`config.mk`:
```
export PLATFORM = sky130hd
export DESIGN_NAME = tcw_front_flat
export DESIGN_NICKNAME = d
export VERILOG_FILES = /design/src/sv/tcw_pkg.sv /design/src/sv/tcw_in_if.sv /design/src/sv/tcw_front.sv /design/src/flat_wrapper.sv
export SDC_FILE = /design/constraint.sdc
export NUM_CORES = 1
export LEC_CHECK = 0
export BUFFER_PORTS_ARGS = -buffer_cell sky130_fd_sc_hd__buf_4
export CAP_MARGIN = 20
export CORE_AREA = 5 5 42 44
export DETAILED_ROUTE_END_ITERATION = 10
export DIE_AREA = 0 0 47 49
export PLACE_DENSITY = 0.76
export SYNTH_ARGS = -nofsm -noshare
export SYNTH_HDL_FRONTEND = slang
export SYNTH_SLANG_ARGS = --single-unit
```
`constraint.sdc`:
```
create_clock -name vclk -period 0.8
set_input_delay 0 -clock vclk [all_inputs]
set_output_delay 0 -clock vclk [all_outputs]
set_load 0.005 [all_outputs]
```
`src/sv/tcw_pkg.sv`:
```
package tcw_pkg;

  localparam logic [1:0] KIND_PRINT = 2'd0;
  localparam logic [1:0] KIND_CLEAR = 2'd1;
  localparam logic [1:0] KIND_READ  = 2'd2;

  localparam logic [7:0] NEWLINE_CODE = 8'd10;
  localparam logic [15:0] BLANK_CELL  = 16'h0000;

  typedef enum logic [2:0] {
    OP_CHAR,
    OP_NEWLINE,
    OP_CLEAR,
    OP_READ,
    OP_NOP
  } op_e;

  typedef struct packed {
    op_e         op;
    logic [7:0]  char_code;
    logic [7:0]  attribute;
    logic [10:0] cell_index;
    logic        in_range;
  } cmd_t;

  typedef enum logic [2:0] {
    ST_INIT,
    ST_IDLE,
    ST_SCROLL,
    ST_CLEAR,
    ST_READ
  } state_e;

endpackage

```
`src/sv/tcw_in_if.sv`:
```
interface tcw_in_if;
  logic        valid;
  logic        ready;
  logic [1:0]  kind;
  logic [7:0]  char_code;
  logic [7:0]  attribute;
  logic [10:0] cell_index;

  modport source (output valid, output kind, output char_code, output attribute,
                  output cell_index, input ready);
  modport sink (input valid, input kind, input char_code, input attribute,
                input cell_index, output ready);
endinterface

```
`src/sv/tcw_front.sv`:
```
module tcw_front import tcw_pkg::*; #(
  parameter int SCREEN_COLUMNS = 80,
  parameter int SCREEN_ROWS    = 25
) (
  tcw_in_if.sink in_if,
  input  logic   init_busy_i,
  input  logic   cmd_ready_i,
  output logic   cmd_valid_o,
  output cmd_t   cmd_o
);

  localparam int CELLS = SCREEN_COLUMNS * SCREEN_ROWS;

  // no transfer while the reset clearing pass runs
  assign in_if.ready = cmd_ready_i && !init_busy_i;
  assign cmd_valid_o = in_if.valid && !init_busy_i;

  always_comb begin
    cmd_o.char_code  = in_if.char_code;
    cmd_o.attribute  = in_if.attribute;
    cmd_o.cell_index = in_if.cell_index;
    cmd_o.in_range   = 32'(in_if.cell_index) < 32'(CELLS);
    case (in_if.kind)
      KIND_PRINT: begin
        cmd_o.op = (in_if.char_code == NEWLINE_CODE) ? OP_NEWLINE : OP_CHAR;
      end
      KIND_CLEAR: begin
        cmd_o.op = OP_CLEAR;
      end
      KIND_READ: begin
        cmd_o.op = OP_READ;
      end
      default: begin
        cmd_o.op = OP_NOP;
      end
    endcase
  end

endmodule

```
`src/flat_wrapper.sv`:
```
// flat-port wrapper written by rule: the top's interface ports become plain ports
module tcw_front_flat import tcw_pkg::*;
#(
  parameter int SCREEN_COLUMNS = 80,
  parameter int SCREEN_ROWS    = 25
)
  (init_busy_i, cmd_ready_i, cmd_valid_o, cmd_o, in_if_valid, in_if_kind, in_if_char_code, in_if_attribute, in_if_cell_index, in_if_ready);
  tcw_in_if in_if_i ();
  input  logic init_busy_i;
  input  logic cmd_ready_i;
  output logic cmd_valid_o;
  output cmd_t cmd_o;
  input wire logic [$bits(in_if_i.valid)-1:0] in_if_valid;
  input wire logic [$bits(in_if_i.kind)-1:0] in_if_kind;
  input wire logic [$bits(in_if_i.char_code)-1:0] in_if_char_code;
  input wire logic [$bits(in_if_i.attribute)-1:0] in_if_attribute;
  input wire logic [$bits(in_if_i.cell_index)-1:0] in_if_cell_index;
  output wire logic [$bits(in_if_i.ready)-1:0] in_if_ready;
  assign in_if_i.valid = in_if_valid;
  assign in_if_i.kind = in_if_kind;
  assign in_if_i.char_code = in_if_char_code;
  assign in_if_i.attribute = in_if_attribute;
  assign in_if_i.cell_index = in_if_cell_index;
  assign in_if_ready = in_if_i.ready;
  tcw_front #(.SCREEN_COLUMNS(SCREEN_COLUMNS), .SCREEN_ROWS(SCREEN_ROWS)) u_core (.in_if(in_if_i), .init_busy_i(init_busy_i), .cmd_ready_i(cmd_ready_i), .cmd_valid_o(cmd_valid_o), .cmd_o(cmd_o));
endmodule
```
# == Word level (Yosys, flattened, before mapping) ==
# Cells that the tools add are included.
# totals
reg_bits,0
in_bits,32
out_inout_bits,33
elab_cells,10
# classes
n_lt_le_gt_ge,1
eq_ne,3
mux,2
n_reduce_logical,4
# op_table
cell,n
$lt A11 B11 Y1 const B,1
$pmux W3 S3,1
$eq A8 B4 Y1 const B,1
$eq A2 B1 Y1 const B,1
$eq A2 B2 Y1 const B,1
$logic_and A1 B1 Y1,2
$logic_not A2 Y1,1
$logic_not A1 Y1,1
$mux W1,1

# == Logic depth before layout (Yosys ltp) ==
# depth
word_depth,3
mapped_depth,4
mapped_depth_nobuf,4

# == Worst setup path before layout ==
# Ideal clock, no wire load.
# synth_timing
path_kind,input -> output
from,input in_if_kind[0]
to,output cmd_o[28] (netlist bit)
t_arrival_ns,0.538
required_ns,0.800
slack_ns,0.262
path_stages,4
n_path_buf,0
cell_sequence,inv_1 ha_1 nor4b_2 a31o_1
# synth_rtl
item,line,rtl
"start, declared",flat_wrapper.sv:14,input wire logic [$bits(in_if_i.kind)-1:0] in_if_kind;
"end, declared",flat_wrapper.sv:12,output cmd_t cmd_o;

==> summary.txt <==
status = completed
Post-Place Cells = 71
Synth top area share = 64.5%
first-pass GRT wire length = 1160 um
Seq. cell area = 0 um2
Antenna diodes = 0
Slew @ Worst Pin = 211 ps
clock buffers = 0
vias in the first global route = 325
pin count of the biggest net entering global routing = 4
antenna viol nets, final = 0
placed inst area = 447 um2
post-synth top area cell = buf_4
Sw Ratio = 32.3%
Clock Power Share = 0%
P per Cell Area = 470 nW/um2
share of cells above drive strength 1 = 85.5%
1st-iter DRT viols = 0
row cnt = 14
initial antenna violation count = 0
kind of critical path = primary input to output port
Place WS = 2.04 ps
total power = 220 uW
Setup crit start kind = primary input
Psw = 70.9 uW
crit path time final = 747 ps
Area contributors post-synth = buf_4 (65%), nor4b_2 (9.6%), ha_1 (8.0%), nor2b_1 (8.0%), a31o_1 (2.8%)
post-synthesis sequential area ratio = 0%
Avg WL per Cell = 11.4 um
synth unique cells = 8
Post-Synthesis Cells = 40
Comb power frac = 100.0%
die area = 2300 um2
most frequent cell after synthesis = buf_4
Cell Area, Synth = 314 um2
Setup crit start = in_if_kind[1]
Hold Vio Cnt, Final = 0
RSZ-0062 raised after global routing = false
Crit Path Max Fanout = 3
Peak VDD IR = 0.116 mV
CP Data Required Time = 800 ps
Slew headroom = 85.9%
Post-Syn Nets = 74
worst min-delay path class = primary input to output port
sequential share of power = 0%
setup violators final = 0
CP endpoint kind = output port
vias per inst = 4.00
Arrival @ worst endpoint = 750 ps
drt first pass iters = 1
Die Wd = 47 um
Initial Utilization = 22.4%
sequential cells = 0
number of nets in the layout = 91
GP Congestion = 0.542
commonest cells in the netlist = buf_4 (27), nor2b_1 (4), ha_1 (2), inv_1 (2), nor4b_2 (2)
hold_sp = in_if_cell_index[1]
setup ws final = 52.7 ps
Fin Setup TNS = 0 ps
WHS = 0.00228 ps
Pint = 149 uW
vias = 284
CORE AREA = 1400 um2
IO Port Bufs = 41
Top Ports = 65
All-Layer GR Usage = 6.04%
Die Y = 49 um
synth warn = 0
fin. max-slew vios = 0
HPWL Detailed = 765 um
total global routing overflow = 0
Non-Filler Instances = 71
Mean Syn Cell Area = 7.85 um2
fin crit share = 93.4%
Leakage = 0.252 nW
post-route cell area = 468 um2
final core occ = 33.4%
Area Overhead vs Synth = 49.0%
Max Cap Viol = 0
drt total wl = 810 um
Max Fclk = 1.34 GHz
drc violations = 0
CTS Hold Bufs = 0
-- critical path, cell delays in order --
cell	delay (ps)
buf_4	110
buf_4	130
nor4b_2	220
a31o_1	180
buf_4	100
-- layout by cell type (no fill, tap or decap) --
cell type  instances
inv_2              2
a31o_1             1
ha_1               1
buf_4             42
nor2b_1            4
ha_4               1
nor4b_2            1
nor4b_4            1
and3_1             1
o2111ai_1          1
-- cell families (layout without fill, tap and decap cells) --
group / Yosys count / after routing / synth area share [%]
buf+inv: 29 / 44 / 66.9
simple gates: 7 / 7 / 19.5
fa+ha+maj: 2 / 2 / 7.97
compound gates: 2 / 2 / 5.58
-- repair_timing --
item,in CTS,in global routing
pin swaps,1,2
gates resized for setup,0,5
cloned,0,0
buffers inserted,0,0
setup endpoints to repair,1,1
-- worst paths after layout --
kind                    end  slack [ps]  cells after the start
setup / recovery  cmd_o[28]          50                      5
hold / removal     cmd_o[2]       0.002                      0
-- power groups by stage --
| stage | logic [mW] | registers (mW) | clock network (mW) |
|---|---|---|---|
| floorplan | 0.135 | 0 | 0 |
| global placement | 0.208 | 0 | 0 |
| detailed placement | 0.213 | 0 | 0 |
| CTS | 0.213 | 0 | 0 |
| global route | 0.242 | 0 | 0 |
| finish | 0.220 | 0 | 0 |
-- cell type report --
class | instances | area (um2)
fillers | 155 | 933
inverters | 2 | 7.51
multi-input cells | 11 | 125
well taps | 16 | 20.0
repair buffers | 42 | 315
-- routing by layer --
layer  vias to the layer above  track usage, %  wire length [um]  part of all wire (%)
li1                        133               -                 -                     -
met1                       120            5.65               208                    26
met2                        29            12.2               451                    56
met3                         2            1.48               147                    18
met4                         0           0.922                 2                  0.25
met5                         -               0                 0                     0
No activity file was read; power rests on OpenSTA's default activity.
