--- config.mk ---
export PLATFORM = sky130hd
export DESIGN_NAME = tcw_cmd_fifo
export DESIGN_NICKNAME = d
export VERILOG_FILES = /design/src/sv/tcw_pkg.sv /design/src/sv/tcw_cmd_fifo.sv
export SDC_FILE = /design/constraint.sdc
export NUM_CORES = 1
export LEC_CHECK = 0
export BUFFER_PORTS_ARGS = -buffer_cell sky130_fd_sc_hd__buf_4
export CAP_MARGIN = 40
export CORE_UTILIZATION = 51
export DETAILED_ROUTE_END_ITERATION = 10
export PLACE_DENSITY = 0.78
export RECOVER_POWER = 25
export SLEW_MARGIN = 20
export SYNTH_ARGS = -nofsm -noshare
export SYNTH_HDL_FRONTEND = slang
export SYNTH_SLANG_ARGS = --single-unit
--- constraint.sdc ---
create_clock -name clk_i -period 3.3 [get_ports clk_i]
set_input_delay 0.495 -clock clk_i [delete_from_list [all_inputs] [get_ports clk_i]]
set_output_delay 0.495 -clock clk_i [all_outputs]
set_load 0.05 [all_outputs]
--- src/sv/tcw_pkg.sv ---
package tcw_pkg;

  localparam logic [1:0] KIND_PRINT = 2'd0;
  localparam logic [1:0] KIND_CLEAR = 2'd1;
  localparam logic [1:0] KIND_READ  = 2'd2;

  localparam logic [7:0] NEWLINE_CODE = 8'd10;
  localparam logic [15:0] BLANK_CELL  = 16'h0000;

  typedef enum logic [2:0] {
    OP_CHAR,
    OP_NEWLINE,
    OP_CLEAR,
    OP_READ,
    OP_NOP
  } op_e;

  typedef struct packed {
    op_e         op;
    logic [7:0]  char_code;
    logic [7:0]  attribute;
    logic [10:0] cell_index;
    logic        in_range;
  } cmd_t;

  typedef enum logic [2:0] {
    ST_INIT,
    ST_IDLE,
    ST_SCROLL,
    ST_CLEAR,
    ST_READ
  } state_e;

endpackage

--- src/sv/tcw_cmd_fifo.sv ---
module tcw_cmd_fifo import tcw_pkg::*; (
  input  logic clk_i,
  input  logic rst_ni,
  input  logic push_valid_i,
  output logic push_ready_o,
  input  cmd_t push_cmd_i,
  output logic pop_valid_o,
  input  logic pop_ready_i,
  output cmd_t pop_cmd_o
);

  localparam int DEPTH = 2;

  cmd_t       ent_q [DEPTH];
  logic       wr_ptr_q, wr_ptr_d;
  logic       rd_ptr_q, rd_ptr_d;
  logic [1:0] cnt_q, cnt_d;
  logic       push, pop;

  assign push_ready_o = cnt_q != 2'(DEPTH);
  assign pop_valid_o  = cnt_q != 2'd0;
  assign pop_cmd_o    = ent_q[rd_ptr_q];
  assign push         = push_valid_i && push_ready_o;
  assign pop          = pop_valid_o && pop_ready_i;

  always_comb begin
    wr_ptr_d = push ? ~wr_ptr_q : wr_ptr_q;
    rd_ptr_d = pop ? ~rd_ptr_q : rd_ptr_q;
    cnt_d    = cnt_q + 2'(push) - 2'(pop);
  end

  always_ff @(posedge clk_i or negedge rst_ni) begin
    if (!rst_ni) begin
      wr_ptr_q <= 1'b0;
      rd_ptr_q <= 1'b0;
      cnt_q    <= 2'd0;
    end else begin
      wr_ptr_q <= wr_ptr_d;
      rd_ptr_q <= rd_ptr_d;
      cnt_q    <= cnt_d;
    end
  end

  always_ff @(posedge clk_i) begin
    if (push) begin
      ent_q[wr_ptr_q] <= push_cmd_i;
    end
  end

endmodule

-- Word level (Yosys, flattened, before mapping)
Memory sizes are Yosys's and may differ from the RTL's.
Cells that the tools add are included.
- register bits: 4
- latch bits: 0
- RAM bits: 62
- ROM bits: 0
- bits of input ports: 35
- output and inout bits: 33
- logic and storage cells: 14
- memories: 1
- memories (memory ; depth ; bits a word ; read ports ; clocked after Yosys merged registers in ; write ports ; line ; text):
    ent_q ; 2 ; 31 ; 1 ; 0 ; 1 ; tcw_cmd_fifo.sv:14 ; cmd_t ent_q [DEPTH];
- $add $sub $neg: 2
- multiply operators: 0
- divide/modulo/power cells: 0
- order comparisons: 0
- equal/unequal tests: 1
- shift operators: 0
- muxes and demuxes: 2
- bitwise logic cells: 2
- reductions and logical operators: 3
- operators with widths (kind ; count):
    adder 2 x 1 -> 2 bit ; 1
    logical AND 1 bit ; 2
    two-way mux 1 bit ; 2
    inequality test 2 bit (second input constant) ; 1
    inverter 1 bit ; 2
    nonzero test 2 bit ; 1
    subtractor 2 x 1 -> 2 bit ; 1

-- Depth between registers and ports, before layout
Gate-level depths: netlist (run 1).
- depth after elaboration: 4
- depth in mapped cells: 7
- depth with buffers taken out: 7

-- Worst setup path before layout (run 1)
Ideal clock, no wire load.
- kind: register -> register
- from: register cnt_q[0]
- to: memory ent_q[0][0] in the netlist's numbering (enable)
- library setup time: 0.419 ns
- arrival time: 2.337 ns
- required time: 2.881 ns
- path slack: 0.544 ns
- cell stages (with the launch flop): 4
- buffers on the path: 0
- clock period less this slack: 2.756 ns
- path through: dfrtp_1 > nand2b_1 > nand2_1 > nor2_1
- word-level cells in the longest chain between the ends: 4
- ends and longest elaborated chain (what ; line ; text):
    start, declared ; tcw_cmd_fifo.sv:17 ; logic [1:0] cnt_q, cnt_d;
    start signal, assigned ; tcw_cmd_fifo.sv:40 ; cnt_q <= cnt_d;
    inequality test 2 bit ; tcw_cmd_fifo.sv:20 ; assign push_ready_o = cnt_q != 2'(DEPTH);
    via push_ready_o ; tcw_cmd_fifo.sv:5 ; output logic push_ready_o,
    logical AND 1 bit ; tcw_cmd_fifo.sv:23 ; assign push = push_valid_i && push_ready_o;
    two-way mux 1 bit ; tcw_cmd_fifo.sv:45 ; if (push) begin
    two-way mux 1 bit (implied by the code) ; tcw_cmd_fifo.sv:46 ; ent_q[wr_ptr_q] <= push_cmd_i;
    end, declared ; tcw_cmd_fifo.sv:14 ;
The timed path passes the listed nets, and every way through them passes these cells.

==> results of run 1 <==
## power breakdown
group | internal, uW | switching (uW)
Sequential | 1150 | 94.0
Combinational | 530 | 978
Clock | 344 | 285
Total | 2020 | 1360
## worst paths after layout
check	cells past startpoint	to	startpoint	slack [ns]
hold / removal	1	ent_q[1][15]	push_cmd_i[15]	0.35
max in group asynchronous	2	rd_ptr_q	rst_ni	2.70
hold reg to reg	1	cnt_q[0]	cnt_q[0]	0.55
setup / recovery	3	pop_cmd_o[11]	rd_ptr_q	0.77
min in group asynchronous	2	cnt_q[0]	rst_ni	0.49
setup reg to reg	3	ent_q[1][12]	cnt_q[1]	1.42
## sequential cells by signal, indices dropped and copies added, names as in the netlist
register / count
ent_q: 62
wr_ptr_q: 1
rd_ptr_q: 1
cnt_q: 2
## layout make-up
cell class,instances,share of cell area
inverters,1,0.001166
clock buffers,12,0.04197
well taps,52,0.02021
multi-input cells,43,0.1450
repair buffers,71,0.1691
clock inverters,4,0.01321
flip-flops and latches,66,0.6094
## per-layer routing
layer | GRT usage | vias to the layer above
met5 | 0 | -
met4 | 0.1111 | 0
met2 | 0.3122 | 56
met1 | 0.2059 | 606
li1 | - | 601
met3 | 0.05767 | 12
## worst max-delay path: stages (launching register included)
cell and delay (ns):
dfrtp_1 0.76, buf_4 0.38, mux2_2 0.37, buf_4 0.19
## per-stage QoR
step	power, uW	area [um^2]	utilization
after floorplan	2369	2470	-
after global routing	3508	3219	0.7147
after CTS	3389	3203	0.7111
final	3379	3219	0.7147
after global placement	2708	3015	0.6694
after detailed placement	2749	3015	0.6694
## cell usage in the layout, fill, tap and decap left out
cell and n:
bufinv_16 1, xnor2_1 3, nand2_1 1, clkbuf_1 6, clkinv_1 2, buf_4 45
mux2_2 27, ha_1 2, buf_16 1, clkinv_2 1, edfxtp_1 62, or2_1 1
inv_1 1, dlygate4sd3_1 1, mux2_4 4, clkbuf_8 9, xor2_1 1, and2_4 1
and3_1 1, nand2b_1 1, nor2_4 1, clkbuf_4 21, dfrtp_1 4
## cells by family after synthesis
family / count (synthesis) / share of synthesized area
XOR/XNOR: 4 / 0.01419
adder cells (fa/ha/maj): 2 / 0.01013
buffers and inverters: 5 / 0.01975
flip-flops: 66 / 0.7943
multiplexers: 31 / 0.1474
AND/OR/NAND/NOR: 6 / 0.01419
==> impl_metrics.py, run 1 <==
metrics = {
    "status": {
        "status": "finished, final reports clean",
    },
    "clock_tree": {
        "cts_buffers": 9,
        "tritoncts": "built",
        "clockRootBuffer": "clkbuf_8",
        "htreeDepth": 3,
        "hold_buffers": 1,
        "cts.reportedPaths.clkPinSlew_ns": 0.07,
        "cts_resized": 0,
        "insertion_delay_ns": 0.33,
        "post_cts_buffers": 0,
        "clockBufferDepth": 2,
        "cts.sinks": 66,
    },
    "grt": {
        "grt_max_degree": 32,
        "grt_pass1_vias": 1382,
        "grt_pass1_wl_um": 6624,
        "track_usage": 0.1846,
        "antenna_found_initial": 0,
        "grt-ovfl-total": 0,
    },
    "floorplanning": {
        "ios": 68,
        "design.core.area_um2": 4504,
        "die_area_um2": 5125,
        "die_h_um": 71.59,
        "initial_core_util": 0.5483,
        "row_count": 24,
        "die_width_um": 71.59,
    },
    "routing": {
        "viasPerCell": 5.120,
        "drc": 0,
        "ant_nets": 0,
        "wl_met2_um": 2224,
        "drt-total-wl_um": 4301,
        "vias": 1275,
        "met1_length_um": 1699,
        "drt_iter0_markers": 99,
        "firstDrtPassIters": 4,
        "dr_wl_met3_um": 295,
        "wl_per_cell_um": 17.27,
        "top_layer": "met4",
    },
    "power_and_ir_drop": {
        "p_leak_uw": 0.001234,
        "power_per_cell_area_nw_per_um2": 1050,
        "ir_drop_v": 0.0006807,
    },
    "sta": {
        "fin_setup_tns_ns": 0,
        "worstMarginPinSlew_ns": 0.6835,
        "hold_viol_final": 0,
        "setup_slack_ns": 0.7650,
        "timing.hold.ws_ns": 0.3495,
        "fmax_mhz": 394.5,
        "drv_slew": 0,
        "finalCriticalPeriod_ns": 2.535,
        "setup_violations": 0,
        "rsz0062_at_grt": "no",
        "period_share": 0.7682,
        "finClkSkew_ns": 0.007822,
        "max-slew-margin-rel": 0.5443,
    },
    "yosys": {
        "synth_edf_count": 62,
        "yosysWarningCount": 0,
        "synth_most_common_cell": "edfxtp_1",
        "ys_top_cells_by_count": "edfxtp_1, mux2_2, buf_6, dfrtp_1, mux2_4",
        "synthArstFlopShare": 0.06061,
        "ys_ff_latch": 66,
        "syn-cell-area_um2": 2470,
        "ys_seq_area_frac": 0.7943,
        "syn-num-nets": 151,
        "netlist.area_leader.share": 0.7538,
        "synth_cell_types": 15,
        "ys.flop_type": "edfxtp_1",
        "yosys.area.top_type": "edfxtp_1",
        "synth.top_cells.by_area": "edfxtp_1, mux2_2, dfrtp_1",
        "synthCells": 114,
        "avgSynthCellArea_um2": 21.67,
    },
    "placed_design": {
        "dp.cells": 231,
        "gp_congestion": 0.7206,
        "port_buffers": 67,
        "preCtsSetupSlack_ns": 1.105,
    },
    "critical_path": {
        "criticalPathCategory": "reg2out",
        "critPathCaptureType": "output port",
        "crit_required_ns": 2.80,
        "cp-start-kind": "register",
        "path_max_fanout": 17,
        "cp.arrival_ns": 2.04,
    },
    "worst_hold_path": {
        "hold_path.class": "in2reg",
    },
    "final_layout": {
        "drive_above_1_share": 0.5635,
        "regArea_um2": 1962,
        "antennaDiodeCount": 0,
        "multiInputGateArea_um2": 466.7,
        "fillCellCount": 303,
        "fin_nets": 229,
        "instances_no_fill": 249,
        "area_growth_pct": 30.34,
    },
    "flow_run": {
        "drv_cap": 0,
    },
}
(Power assumes the default switching activity.)
==> run 2: changes to the inputs <==
- ABC_AREA: unset -> 1
- CORE_UTILIZATION: 51 -> 52
- PLACE_DENSITY: 0.78 -> 0.79
- clock period: 3.3 -> 2.55 ns (I/O delays scaled with it)
==> run 2 against run 1 <==
  * Count of clock-buffer cells in the layout decreased by 2
  * Sequential power rose by 28%
  * Clock skew down 0.0045 ns
  * Cell count up 37%
  * Critical path depth increased by 1
  * Flip-flop and latch count did not move
  * Synthesized area increased by 3.9%
  * Design area up 1.2%
  * First-iteration DRC count grew 8.1%
  * Clock power up 8.1%
  * Utilization is 2.5 points lower
  * Total power grew 31%
  * Largest cell class unchanged
==> impl_metrics.py, run 2 <==
metrics = {
    "status": {
        "status": "finished, final reports clean",
    },
    "sta": {
        "fin_setup_tns_ns": 0,
        "hold_viol_final": 0,
        "timing.hold.ws_ns": 0.2387,
        "finalCriticalPeriod_ns": 1.965,
        "finClkSkew_ns": 0.003317,
        "rsz0062_at_grt": "no",
        "period_share": 0.7707,
        "fmax_mhz": 508.9,
        "worstMarginPinSlew_ns": 0.5354,
        "max-slew-margin-rel": 0.6430,
        "setup_violations": 0,
        "drv_slew": 0,
    },
    "critical_path": {
        "critPathTopFamily": "flip-flops",
        "r2r-end": "ent_q[1][25]",
        "crit_buf_inv": 2,
        "cp.arrival_ns": 1.58,
        "path_max_fanout": 23,
        "criticalPathCategory": "reg2out",
        "r2r_setup_slack_ns": 1.09,
        "crit_end": "pop_cmd_o[23]",
        "worst-r2r-cell-count": 5,
        "critPathCaptureType": "output port",
        "cp.depth": 4,
        "crit_required_ns": 2.17,
        "r2r-start": "cnt_q[0]",
        "crit_start": "rd_ptr_q",
        "crit_slowest_cell": "dfrtp_1",
        "crit_chain": "buf_12 -> nand2_1 -> nand2_1 -> buf_4",
        "cp-start-kind": "register",
        "crit_top_cell": "nand2_1",
        "critPathMaxStageDelay_ns": 0.68,
    },
    "yosys": {
        "ys_seq_area_frac": 0.7649,
        "netlist.area_leader.share": 0.7259,
        "avgSynthCellArea_um2": 13.22,
        "ys.flop_type": "edfxtp_1",
        "ys_ff_latch": 66,
        "synth_most_common_cell": "nand2_1",
        "synthArstFlopShare": 0.06061,
        "synthCells": 194,
        "yosysWarningCount": 0,
        "synth_edf_count": 62,
        "synth.top_cells.by_area": "edfxtp_1, nand2_1, dfrtp_1",
        "ys_top_cells_by_count": "nand2_1, edfxtp_1, nand2_2",
        "yosys.area.top_type": "edfxtp_1",
        "syn-cell-area_um2": 2565,
        "syn-num-nets": 231,
        "synth_cell_types": 12,
    },
    "grt": {
        "grt_max_degree": 33,
        "track_usage": 0.1724,
        "grt_pass1_vias": 1389,
        "grt-ovfl-total": 0,
        "grt_pass1_wl_um": 6216,
        "antenna_found_initial": 0,
    },
    "final_layout": {
        "regMostFlops": "ent_q",
        "reg_top3": "ent_q x62, cnt_q x2",
        "post-route-util": 0.6901,
        "fin_nets": 306,
        "drive_above_1_share": 0.3443,
        "antennaDiodeCount": 0,
        "final_common_cell": "nand2_1",
        "largest_reg_flops": 62,
        "layout_common_cells": "nand2_1, edfxtp_1, buf_4, clkbuf_4, nand2_2",
        "area_growth_pct": 27.07,
    },
    "routing": {
        "firstDrtPassIters": 4,
        "vias": 1562,
        "ant_nets": 0,
        "viasPerCell": 4.594,
        "wl_per_cell_um": 12.26,
        "drt_iter0_markers": 107,
        "drc": 0,
        "drt-total-wl_um": 4170,
    },
    "clock_tree": {
        "cts.sinks": 66,
        "post_cts_buffers": 0,
        "cts_buffers": 9,
        "clockBufferDepth": 2,
        "tritoncts": "built",
        "clockRootBuffer": "clkbuf_8",
        "htreeDepth": 3,
        "insertion_delay_ns": 0.33,
        "cts.reportedPaths.clkPinSlew_ns": 0.06,
    },
    "power_and_ir_drop": {
        "total_power_uw": 4429,
        "power_per_cell_area_nw_per_um2": 1359,
        "p_leak_uw": 0.001432,
        "ir_drop_v": 0.0007569,
    },
    "floorplanning": {
        "initial_core_util": 0.5430,
        "die_width_um": 72.23,
        "die_area_um2": 5217,
        "row_count": 25,
        "die_h_um": 72.23,
        "design.core.area_um2": 4723,
        "ios": 68,
    },
    "placed_design": {
        "port_buffers": 67,
        "gp_congestion": 0.7677,
        "hpwl_um": 2636,
    },
    "worst_hold_path": {
        "hold_path.class": "in2reg",
    },
    "flow_run": {
        "drv_cap": 0,
    },
}
==> run 2: cell types whose count changed in the layout (fill, tap and decap cells not counted), moves of 4 or more <==
| cell | previous run | this run |
|---|---|---|
| mux2_4 | 4 | 0 |
| clkbuf_1 | 6 | 1 |
| inv_1 | 1 | 8 |
| nand2_1 | 1 | 96 |
| mux2_2 | 27 | 0 |
| nand2_2 | 0 | 10 |
==> run 2: worst min-delay path by stage <==
stage,from,to,depth (start not counted),slack (ns)
2_1_floorplan,rst_ni,cnt_q[0],0,0.09
3_3_place_gp,rst_ni,wr_ptr_q,1,0.18
3_5_place_dp,rst_ni,wr_ptr_q,1,0.18
4_1_cts,push_cmd_i[2],ent_q[1][2],1,0.22
5_1_grt,push_cmd_i[12],ent_q[1][12],1,0.22
6_report,push_cmd_i[26],ent_q[1][26],1,0.24
==> run 2: worst reg2reg max path, cell delays in order (launching register included) <==
cell     delay (ns)
dfrtp_1        0.35
inv_1          0.06
nand2_1        0.09
nand2_1        0.13
nor2_4         0.09
buf_4          0.38
==> run 2: final cells by class <==
class	instances	area [um^2]
Clock buffer	10	127.6
Clock inverter	5	22.52
Fill cell	339	1464
Inverter	9	41.29
Multi-Input combinational cell	112	474.2
Sequential cell	66	1962
Tap cell	67	83.83
Timing Repair Buffer	71	548.0
==> run 2: report_power, final <==
| part | internal [uW] | switching, uW |
|---|---|---|
| Sequential | 1480 | 102 |
| Combinational | 586 | 1580 |
| Clock | 335 | 345 |
==> run 2: kinds of logic after synthesis <==
family / synth area share
buf+inv: 0.05317
simple gates: 0.1722
fa+ha+maj: 0.009755
flops: 0.7649
==> run 2: timing repair <==
action,in CTS,in global routing
gates resized for setup,0,0
hold buffers,1,0
endpoints found under the hold margin,4,0
==> run 2: routing by layer <==
layer | vias up | part of all wire | GRT usage
met5 | - | 0 | 0
met4 | 0 | 0.022 | 0.08715
met3 | 8 | 0.060 | 0.06667
met2 | 51 | 0.50 | 0.2845
met1 | 714 | 0.42 | 0.1963
li1 | 789 | - | -
==> run 2: through the flow <==
stage / instances / setup WS (ns) / instance area, um^2
floorplan: 194 / 0.3614 / 2567
global placement: 324 / 0.9669 / 3099
detailed placement: 324 / 0.9202 / 3099
CTS: 340 / 0.5505 / 3259
global route: 340 / 0.4831 / 3259
finish: 340 / 0.5848 / 3259
